<file path="config.mk">
export PLATFORM = sky130hd
export DESIGN_NAME = ffra_cell
export DESIGN_NICKNAME = d
export VERILOG_FILES = /design/src/rtl/ffra_pkg.sv /design/src/rtl/ffra_cell.sv
export SDC_FILE = /design/constraint.sdc
export NUM_CORES = 1
export LEC_CHECK = 0
export BUFFER_PORTS_ARGS = -buffer_cell sky130_fd_sc_hd__buf_2
export CAP_MARGIN = 20
export CORE_MARGIN = 3
export CORE_UTILIZATION = 25
export CTS_CLUSTER_DIAMETER = 40
export DETAILED_ROUTE_END_ITERATION = 8
export GPL_ROUTABILITY_DRIVEN = 1
export PLACE_DENSITY = 0.47
export SLEW_MARGIN = 20
export SYNTH_ARGS = -nofsm -noshare
export SYNTH_HDL_FRONTEND = slang
export SYNTH_SLANG_ARGS = --single-unit
</file>
<file path="constraint.sdc">
create_clock -name i_clk -period 10.1 [get_ports i_clk]
set_input_delay 1.515 -clock i_clk [delete_from_list [all_inputs] [get_ports i_clk]]
set_output_delay 1.515 -clock i_clk [all_outputs]
set_load 0.02 [all_outputs]
</file>
<file path="src/rtl/ffra_pkg.sv">
// Shared types, sizes and codes for the first-fit range allocator.
package ffra_pkg;

    // Table size and field widths
    localparam int MAX_RANGES = 64;
    localparam int START_W    = 20;
    localparam int LEN_W      = 21;
    localparam logic [LEN_W-1:0] LIMIT_UNITS = LEN_W'(1) << START_W;

    typedef logic [START_W-1:0] t_start;
    typedef logic [LEN_W-1:0]   t_len;
    typedef logic [2:0]         t_op;

    // Cell commands
    localparam t_op OP_NOP   = 3'd0;
    localparam t_op OP_LOAD  = 3'd1;
    localparam t_op OP_EVAL  = 3'd2;
    localparam t_op OP_ALLOC = 3'd3;
    localparam t_op OP_FREE  = 3'd4;
    localparam t_op OP_MERGE = 3'd5;

    // Result status codes
    localparam logic [1:0] STAT_OK    = 2'd0;
    localparam logic [1:0] STAT_NOFIT = 2'd1;
    localparam logic [1:0] STAT_FULL  = 2'd2;

    // Command broadcast to every cell
    typedef struct packed {
        t_op    op;
        t_start s;     // start of freed range
        t_len   len;   // request or free length
        t_len   e;     // clipped end of freed range
        t_len   cap;   // capacity for a reload
    } t_cmd;

    // What a cell shows its neighbors
    typedef struct packed {
        logic   valid;
        t_start s;
        t_len   len;
        t_len   fin;   // s + len
        logic   below; // range ends before the freed start
    } t_entry;

    // Prefix flags rippling from cell 0 upward
    typedef struct packed {
        logic fit;  // a fitting range seen to the left
        logic rm;   // an entry removed to the left
        logic ins;  // an entry inserted to the left
        logic mrg;  // a neighbor merge to the left
    } t_link;

endpackage

</file>
<file path="src/rtl/ffra_cell.sv">
// One free-list entry cell: holds a range and shifts with its neighbors.
module ffra_cell (
    input  logic            i_clk,
    input  logic            i_rst_n,
    input  logic            i_head,
    input  ffra_pkg::t_cmd   i_cmd,
    input  ffra_pkg::t_entry i_prev,
    input  ffra_pkg::t_entry i_next,
    input  ffra_pkg::t_link  i_link,
    output ffra_pkg::t_link  o_link,
    output ffra_pkg::t_entry o_entry,
    output logic            o_inm,
    output ffra_pkg::t_start o_grant
);
    import ffra_pkg::*;

    logic   r_valid, n_valid;
    t_start r_s, n_s;
    t_len   r_len, n_len;
    logic   r_fit, n_fit;
    logic   r_exact, n_exact;
    logic   r_below, n_below;
    logic   r_inm, n_inm;

    t_len   w_fin;
    t_len   w_lo_start;
    t_len   w_hi_end;
    t_len   w_mrg_end;
    logic   w_first;
    logic   w_is_lo;
    logic   w_m;

    // Local terms
    assign w_fin      = LEN_W'(r_s) + r_len;
    assign w_first    = r_fit && !i_link.fit;
    assign w_is_lo    = !r_below && (i_head || i_prev.below);
    assign w_m        = r_valid && i_next.valid && (LEN_W'(i_next.s) <= w_fin);
    assign w_lo_start = (LEN_W'(i_cmd.s) < LEN_W'(r_s)) ? LEN_W'(i_cmd.s) : LEN_W'(r_s);
    assign w_hi_end   = (i_cmd.e > w_fin) ? i_cmd.e : w_fin;
    assign w_mrg_end  = (i_next.fin > w_fin) ? i_next.fin : w_fin;

    // Prefix flags to the right-hand neighbor
    assign o_link.fit = i_link.fit | r_fit;
    assign o_link.rm  = i_link.rm  | (w_first && r_exact);
    assign o_link.ins = i_link.ins | (w_is_lo && !r_inm);
    assign o_link.mrg = i_link.mrg | w_m;

    assign o_entry.valid = r_valid;
    assign o_entry.s     = r_s;
    assign o_entry.len   = r_len;
    assign o_entry.fin   = w_fin;
    assign o_entry.below = r_below;
    assign o_inm         = r_inm;
    assign o_grant       = w_first ? r_s : '0;

    // Next entry per command
    always_comb begin
        n_valid = r_valid;
        n_s     = r_s;
        n_len   = r_len;
        n_fit   = r_fit;
        n_exact = r_exact;
        n_below = r_below;
        n_inm   = r_inm;
        unique case (i_cmd.op)
            OP_LOAD: begin
                n_valid = i_head && (i_cmd.cap != '0);
                n_s     = '0;
                n_len   = i_head ? i_cmd.cap : '0;
            end
            OP_EVAL: begin
                n_fit   = r_valid && (r_len >= i_cmd.len);
                n_exact = (r_len == i_cmd.len);
                n_below = r_valid && (w_fin < LEN_W'(i_cmd.s));
                n_inm   = r_valid && (w_fin >= LEN_W'(i_cmd.s))
                          && (LEN_W'(r_s) <= i_cmd.e);
            end
            OP_ALLOC: begin
                if (w_first && !r_exact) begin
                    n_s   = START_W'(LEN_W'(r_s) + i_cmd.len);
                    n_len = r_len - i_cmd.len;
                end else if (w_first || i_link.rm) begin
                    n_valid = i_next.valid;
                    n_s     = i_next.s;
                    n_len   = i_next.len;
                end
            end
            OP_FREE: begin
                if (r_below) begin
                    n_valid = r_valid;
                end else if (w_is_lo && r_inm) begin
                    n_s   = START_W'(w_lo_start);
                    n_len = w_hi_end - w_lo_start;
                end else if (w_is_lo) begin
                    n_valid = 1'b1;
                    n_s     = i_cmd.s;
                    n_len   = i_cmd.e - LEN_W'(i_cmd.s);
                end else if (i_link.ins) begin
                    n_valid = i_prev.valid;
                    n_s     = i_prev.s;
                    n_len   = i_prev.len;
                end
            end
            OP_MERGE: begin
                if (w_m) begin
                    n_len = w_mrg_end - LEN_W'(r_s);
                end else if (i_link.mrg) begin
                    n_valid = i_next.valid;
                    n_s     = i_next.s;
                    n_len   = i_next.len;
                end
            end
            default: begin
                n_valid = r_valid;
            end
        endcase
    end

    // Cell registers; reset leaves one full-size range in the head cell
    always_ff @(posedge i_clk) begin
        if (!i_rst_n) begin
            r_valid <= i_head;
            r_s     <= '0;
            r_len   <= i_head ? LIMIT_UNITS : '0;
            r_fit   <= 1'b0;
            r_exact <= 1'b0;
            r_below <= 1'b0;
            r_inm   <= 1'b0;
        end else begin
            r_valid <= n_valid;
            r_s     <= n_s;
            r_len   <= n_len;
            r_fit   <= n_fit;
            r_exact <= n_exact;
            r_below <= n_below;
            r_inm   <= n_inm;
        end
    end

endmodule

</file>
# After elaboration in Yosys (flattened, before gate mapping)

Cells that the tools add are included.

Logic and storage cells: 106
Register bits: 46
Input port bits: 221
Output and inout bits: 89

$lt $le $gt $ge: 8
Reduce and logical (&&, ||, !) cells: 24
$add $sub $neg: 6
Equal/unequal tests: 22
Bitwise gates (word level): 4
Mux-type cells: 35

Operator list:

| operator                                                              | number |
|---|---|
| 21-bit 2-to-1 mux                                                     | 13 |
| 20-bit 2-to-1 mux                                                     | 10 |
| 21-bit case mux with 4 select lines                                   | 1 |
| 20-bit case mux with 4 select lines                                   | 1 |
| 21-bit by 20-bit subtractor with 21-bit output                        | 3 |
| 21-bit > comparator                                                   | 2 |
| 20-bit by 21-bit less-or-equal comparator with 1-bit output           | 2 |
| 20-bit by 21-bit adder with 21-bit output                             | 1 |
| 21-bit equality test                                                  | 1 |
| 21-bit by 20-bit greater-or-equal comparator with 1-bit output        | 1 |
| 21-bit greater-or-equal comparator                                    | 1 |
| 21-bit by 20-bit less-than comparator with 1-bit output               | 1 |
| 3-bit inequality test, second input constant                          | 7 |
| 21-bit nonzero test                                                   | 1 |
| 21-bit subtractor                                                     | 1 |
| 20-bit adder                                                          | 1 |
| 20-bit less-than comparator                                           | 1 |
| 4-bit inequality test, second input constant                          | 4 |
| 1-bit logical AND                                                     | 13 |
| 1-bit 2-to-1 mux                                                      | 9 |
| 8-bit AND reduction                                                   | 1 |
| 3-bit by 2-bit equality test with 1-bit output, second input constant | 2 |
| 3-bit equality test, second input constant                            | 2 |
| 2-bit inequality test, second input constant                          | 3 |
| other kinds (10)                                                      | 17 |

# Longest topological paths before layout

Depth after elaboration: 8
Gate-level depth with buffers: 42
Mapped depth without buffers: 41

# Worst setup path before layout

No wires, ideal clock.

Path type: register -> register
Start: register r_s[1]
End: register r_len[19], data pin
Stages on the path, launching flop included: 40
Library setup time: 0.264 ns
Arrival: 7.817 ns
Path slack: 2.019 ns
Clock period less this slack: 8.081 ns
Path through: dfxtp_1 -> inv_1 -> fa_1 -> nor2b_1 -> o2111ai_1 -> a21oi_1 -> o22a_2 -> a21o_1 -> a21o_1 -> a21o_1 -> a21o_1 -> a21o_1 -> a21oi_1 -> xnor2_1 -> inv_1 -> ha_1 -> nand4_1 -> nor2_1 -> [... 4 more ...] -> nor3_1 -> maj3_2 -> a22oi_4 -> buf_6 -> mux2i_1 -> ha_1 -> nor2b_1 -> o21a_1 -> o21ai_0 -> a211oi_1 -> o21ai_0 -> a21oi_1 -> a41oi_1 -> a31oi_1 -> xor2_1 -> a21oi_1 -> a21oi_1 -> o41a_1

RTL lines:

| item                   | RTL line         | RTL |
|---|---|---|
| start, declared        | ffra_cell.sv:18  | `t_start r_s, n_s;` |
| start signal, assigned | ffra_cell.sv:131 | `r_s <= n_s;` |
| end signal, assigned   | ffra_cell.sv:124 | `r_len <= i_head ? LIMIT_UNITS : '0;` |
| end signal, assigned   | ffra_cell.sv:132 | `r_len <= n_len;` |
| end, declared          | ffra_cell.sv:19  | `t_len r_len, n_len;` |

# Worst setup path in the final report

Start: register r_len[0]
End: register r_len[18], data pin

Word-level cells in the longest chain between the ends: 8
Elaborated cells on any way between the ends: 16
Classes of those cells: add/sub: 4; order compare: 3; mux: 8; reduce/logical: 1

Ends and longest elaborated chain:

| item                                           | RTL line         | RTL |
|---|---|---|
| 20-bit by 21-bit adder with 21-bit output      | ffra_cell.sv:34  | `assign w_fin = LEN_W'(r_s) + r_len;` |
| 21-bit > comparator                            | ffra_cell.sv:39  | `assign w_hi_end = (i_cmd.e > w_fin) ? i_cmd.e : w_fin;` |
| 21-bit 2-to-1 mux                              | ffra_cell.sv:39  |  |
| 21-bit by 20-bit subtractor with 21-bit output | ffra_cell.sv:93  | `n_len = w_hi_end - w_lo_start;` |
| 21-bit 2-to-1 mux                              | ffra_cell.sv:91  | `end else if (w_is_lo && r_inm) begin` |
| 21-bit 2-to-1 mux                              | ffra_cell.sv:89  | `if (r_below) begin` |
| 21-bit case mux with 4 select lines *          | ffra_cell.sv:65  | `unique case (i_cmd.op)` |
| 21-bit 2-to-1 mux *                            | ffra_cell.sv:121 | `if (!i_rst_n) begin` |

Every way passes the cells marked *; elsewhere a longest branch is shown, timed or not. The select of a mux whose other input is x is not followed.
A chain may end at the register's enable or synchronous reset.

==> impl_metrics.sql <==
INSERT INTO impl_metrics (metric_group, metric, value, unit) VALUES
('cts', 'ctsHtreeMaxLevel', '2', ''),
('synth', 'postSynthNetCount', '2183', ''),
('sta', 'finalMaxSlewViolations', '0', ''),
('finish', 'nets', '2475', ''),
('placed_design', 'port_buf_inserts', '287', ''),
('global_routing', 'grtUsageTotal', '23.26', '%'),
('synth', 'synth_async_sr_flop_share', '0', '%'),
('finish', 'layout-drive-gt1-share', '19.68', '%'),
('detailed_routing', 'routed_wire_length_per_instance', '24.57', 'um'),
('synth', 'synth_edf_count', '22', ''),
('die', 'num_io_pins', '310', ''),
('sta', 'clock.fmax', '107.1', 'MHz'),
('die', 'initial_core_util', '25.43', '%'),
('cts', 'ctsRootBufferMaster', 'sky130_fd_sc_hd__clkbuf_16', ''),
('sta', 'grt_setup_unrepaired', 'no', ''),
('placed_design', 'routabilityCongestion', '0.9783', ''),
('synth', 'syn-mean-instance-area', '7.432', 'um2'),
('sta', 'clock-skew-final', '5.725', 'ps'),
('detailed_routing', 'post_drt_via_cell_ratio', '5.434', ''),
('power', 'power_density_of_the_placed_cells', '104.9', 'mW/mm2'),
('sta', 'timing.final.crit_share', '92.48', '%'),
('placed_design', 'hpwlAfterDp', '57.34', 'mm'),
('cts', 'clock_insertion_delay_worst_skew', '310', 'ps'),
('cts', 'clock_sink_count', '46', ''),
('status', 'outcome', 'finished, final reports clean', ''),
('sta', 'transition_time_of_the_tightest_slew_check_pin', '1040', 'ps'),
('detailed_routing', 'number_of_antenna_violating_nets_in_the_routed_design', '0', ''),
('power', 'max-vdd-ir-drop', '0.00005186', 'V'),
('synth', 'synth-main-ff-cell', 'sky130_fd_sc_hd__dfxtp_1', ''),
('sta', 'setup_violations', '0', ''),
('sta', 'period_needed', '9341', 'ps'),
('setup_path', 'critical_path_slowest_stage_cell', 'sky130_fd_sc_hd__a22oi_4', ''),
('cts', 'worst_setup_hold_path_clk_slew', '70', 'ps'),
('setup_path', 'start_kind', 'flop', ''),
('sta', 'max-slew-margin-rel', '28.89', '%'),
('die', 'core_region_area', '0.05038', 'mm2'),
('die', 'floorplan.rows', '82', ''),
('detailed_routing', 'detail_route.iter0.violations', '1323', ''),
('cts', 'post_cts_hold_buffer_count', '0', ''),
('global_routing', 'via_count_of_the_first_global_routing_pass', '13540', ''),
('synth', 'yosys_warnings', '0', ''),
('setup_path', 'critical-path-top-cell-by-count', 'sky130_fd_sc_hd__a21o_1', ''),
('cts', 'clockBufferDepth', '2', ''),
('detailed_routing', 'route.final.wire_length', '66.09', 'mm'),
('sta', 'timing.final.ws_setup', '759.0', 'ps'),
('run', 'drv_cap', '0', ''),
('setup_path', 'critical_path.max_fanout', '9', ''),
('cts', 'cts_buffers', '5', ''),
('global_routing', 'globalRoute.totalOverflow', '0', ''),
('power', 'power.leakage', '7.607', 'nW'),
('setup_path', 'critPathKind', 'flop to flop', ''),
('synth', 'synth_area', '0.01281', 'mm2'),
('setup_path', 'critical_path.endpoint_type', 'flop', ''),
('cts', 'cts-resized-gates', '0', ''),
('global_routing', 'grt_first_pass_wirelength', '91.71', 'mm'),
('cts', 'tritoncts', 'yes', ''),
('setup_path', 'delay_of_the_slowest_cell_on_the_worst_path', '500', 'ps'),
('synth', 'synth_sequential_area_ratio', '8.906', '%'),
('sta', 'final_hold_viol_count', '0', ''),
('global_routing', 'pin_count_of_the_biggest_net_entering_global_routing', '41', ''),
('die', 'fp.dieArea', '0.05400', 'mm2'),
('die', 'chipWidth', '232.4', 'um'),
('detailed_routing', 'drc', '0', ''),
('synth', 'synthDistinctLibCells', '85', ''),
('die', 'fp.dieH', '232.4', 'um'),
('synth', 'netlist_instances', '1724', ''),
('sta', 'totalNegativeSetupSlack', '0', 'ps'),
('setup_path', 'crit_arrival', '9410', 'ps'),
('global_routing', 'initial_antenna_violation_count', '4', ''),
('setup_path', 'crit_required', '10170', 'ps'),
('worst_hold_path', 'hold_path_class', 'flop to flop', ''),
('synth', 'synth_seq_cells', '46', ''),
('detailed_routing', 'drt-pass1-iter-count', '6', ''),
('placed_design', 'pre_cts_slack', '900.9', 'ps'),
('sta', 'final.hold.worst_slack', '534.6', 'ps'),
('finish', 'syn2layout_area_growth', '20.40', '%'),
('detailed_routing', 'vias', '14620', ''),
('cts', 'postCtsSetupRepairBufs', '0', '');
-- per-layer routing --
layer  share of wire [%]  up-vias  GRT usage [%]
li1                    -     7020              -
met1                  44     6888          31.68
met2                  46      629          38.54
met3                 7.4       80          3.257
met4                 3.0        0          5.809
met5                   0        -              0
-- cells by family after synthesis --
family	after synthesis	synth area share [%]
multiplexers	64	5.205
XOR/XNOR	102	6.973
AO/OA/AOI/OAI	608	31.48
adder cells (fa/ha/maj)	239	23.68
flip-flops	46	8.906
AND/OR/NAND/NOR	460	17.48
buffers and inverters	205	6.269
-- where the power goes --
group | switching [W] | total [W] | internal [W]
Combinational | 0.000730 | 0.00121 | 0.000478
Clock | 0.0000887 | 0.000180 | 0.0000917
Sequential | 0.0000176 | 0.000229 | 0.000211
-- final timing paths --
kind                                              from                      end  slack (ps)  cells after the start
worst max-delay path            r_len[0]$_SDFFCE_PN0P_  r_len[18]$_SDFFCE_PN0P_         760                     39
worst min-delay path              r_exact$_SDFFE_PN0N_     r_exact$_SDFFE_PN0N_         530                      2
worst min register to register    r_exact$_SDFFE_PN0N_     r_exact$_SDFFE_PN0N_         530                      2
worst max register to register  r_len[0]$_SDFFCE_PN0P_  r_len[18]$_SDFFCE_PN0P_         760                     39
-- metrics by stage --
| step | util [%] | total power (W) | instance area [um2] | instances |
|---|---|---|---|---|
| after floorplan | - | 0.001017 | 12810 | 1724 |
| after global placement | 30.34 | 0.001413 | 15280 | 2681 |
| after detailed placement | 30.34 | 0.001419 | 15280 | 2681 |
| after CTS | 30.62 | 0.001607 | 15420 | 2689 |
| after global routing | 30.62 | 0.001732 | 15420 | 2689 |
| final | 30.62 | 0.001617 | 15430 | 2690 |
-- state kept, by name, indices dropped and copies added (netlist names) --
name     count
r_fit        1
r_valid      1
r_s         20
r_below      1
r_exact      1
o_inm        1
r_len       21
-- worst max-delay path: cells and delay by family, from the launching register on --
family | cells | cell delay [ps]
compound gates | 22 | 5380
xor+xnor | 2 | 580
fa+ha+maj | 6 | 1530
buf+inv | 3 | 410
flops | 1 | 420
mux | 1 | 250
simple gates | 5 | 540
-- final cells by class --
| type | instances | area (um2) |
|---|---|---|
| antenna | 1 | 2.502 |
| clock buffer | 6 | 128.9 |
| clock inverter | 2 | 10.01 |
| fill | 5580 | 34950 |
| inverter | 149 | 560.5 |
| multi-input combinational | 1473 | 10900 |
| sequential | 46 | 1142 |
| tap | 672 | 840.8 |
| timing repair buffer | 341 | 1842 |
-- synth_stat cells, drive strengths merged, types with 8 or more instances --
cell type,instances,area (um2)
o21a,33,247.7
clkbuf,42,157.7
nor2b,26,162.7
or2,9,56.31
ha,232,2903
nand2,127,484.2
o2bb2ai,9,78.83
xnor2,72,630.6
a222oi,19,190.2
a211oi,16,120.1
nor4,10,68.81
and3,11,68.82
a211o,8,70.07
mux2,18,206.4
nand3,35,175.2
o22ai,9,62.56
dfxtp,24,480.5
inv,146,548.0
mux2i,46,460.4
a21o,88,660.6
nor3,32,160.2
xor2,30,262.8
a31oi,29,181.4
o21bai,13,97.59
a221oi,8,70.07
a22oi,10,88.83
nor2,110,415.4
nand4,25,156.4
o21ai,117,589.3
o211ai,31,232.7
buf,14,85.08
a21oi,161,809.5
nand2b,25,156.4
or3,9,56.30
edfxtp,22,660.6
and2,28,175.2
-- cells in the final DEF, fill, tap and decap left out, types with 25 or more instances in the layout --
| cell type | instances |
|---|---|
| sky130_fd_sc_hd__buf_2 | 287 |
| sky130_fd_sc_hd__ha_1 | 232 |
| sky130_fd_sc_hd__a21oi_1 | 160 |
| sky130_fd_sc_hd__inv_1 | 145 |
| sky130_fd_sc_hd__nand2_1 | 126 |
| sky130_fd_sc_hd__o21ai_0 | 112 |
| sky130_fd_sc_hd__nor2_1 | 107 |
| sky130_fd_sc_hd__a21o_1 | 88 |
| sky130_fd_sc_hd__xnor2_1 | 72 |
| sky130_fd_sc_hd__buf_4 | 54 |
| sky130_fd_sc_hd__mux2i_1 | 46 |
| sky130_fd_sc_hd__nand3_1 | 35 |
| sky130_fd_sc_hd__o21a_1 | 33 |
| sky130_fd_sc_hd__nor3_1 | 32 |
| sky130_fd_sc_hd__o211ai_1 | 31 |
| sky130_fd_sc_hd__xor2_1 | 30 |
| sky130_fd_sc_hd__a31oi_1 | 28 |
| sky130_fd_sc_hd__and2_1 | 27 |
| sky130_fd_sc_hd__nor2b_1 | 26 |
| sky130_fd_sc_hd__nand4_1 | 25 |
| sky130_fd_sc_hd__nand2b_1 | 25 |
No activity file was read; power rests on OpenSTA's default activity.
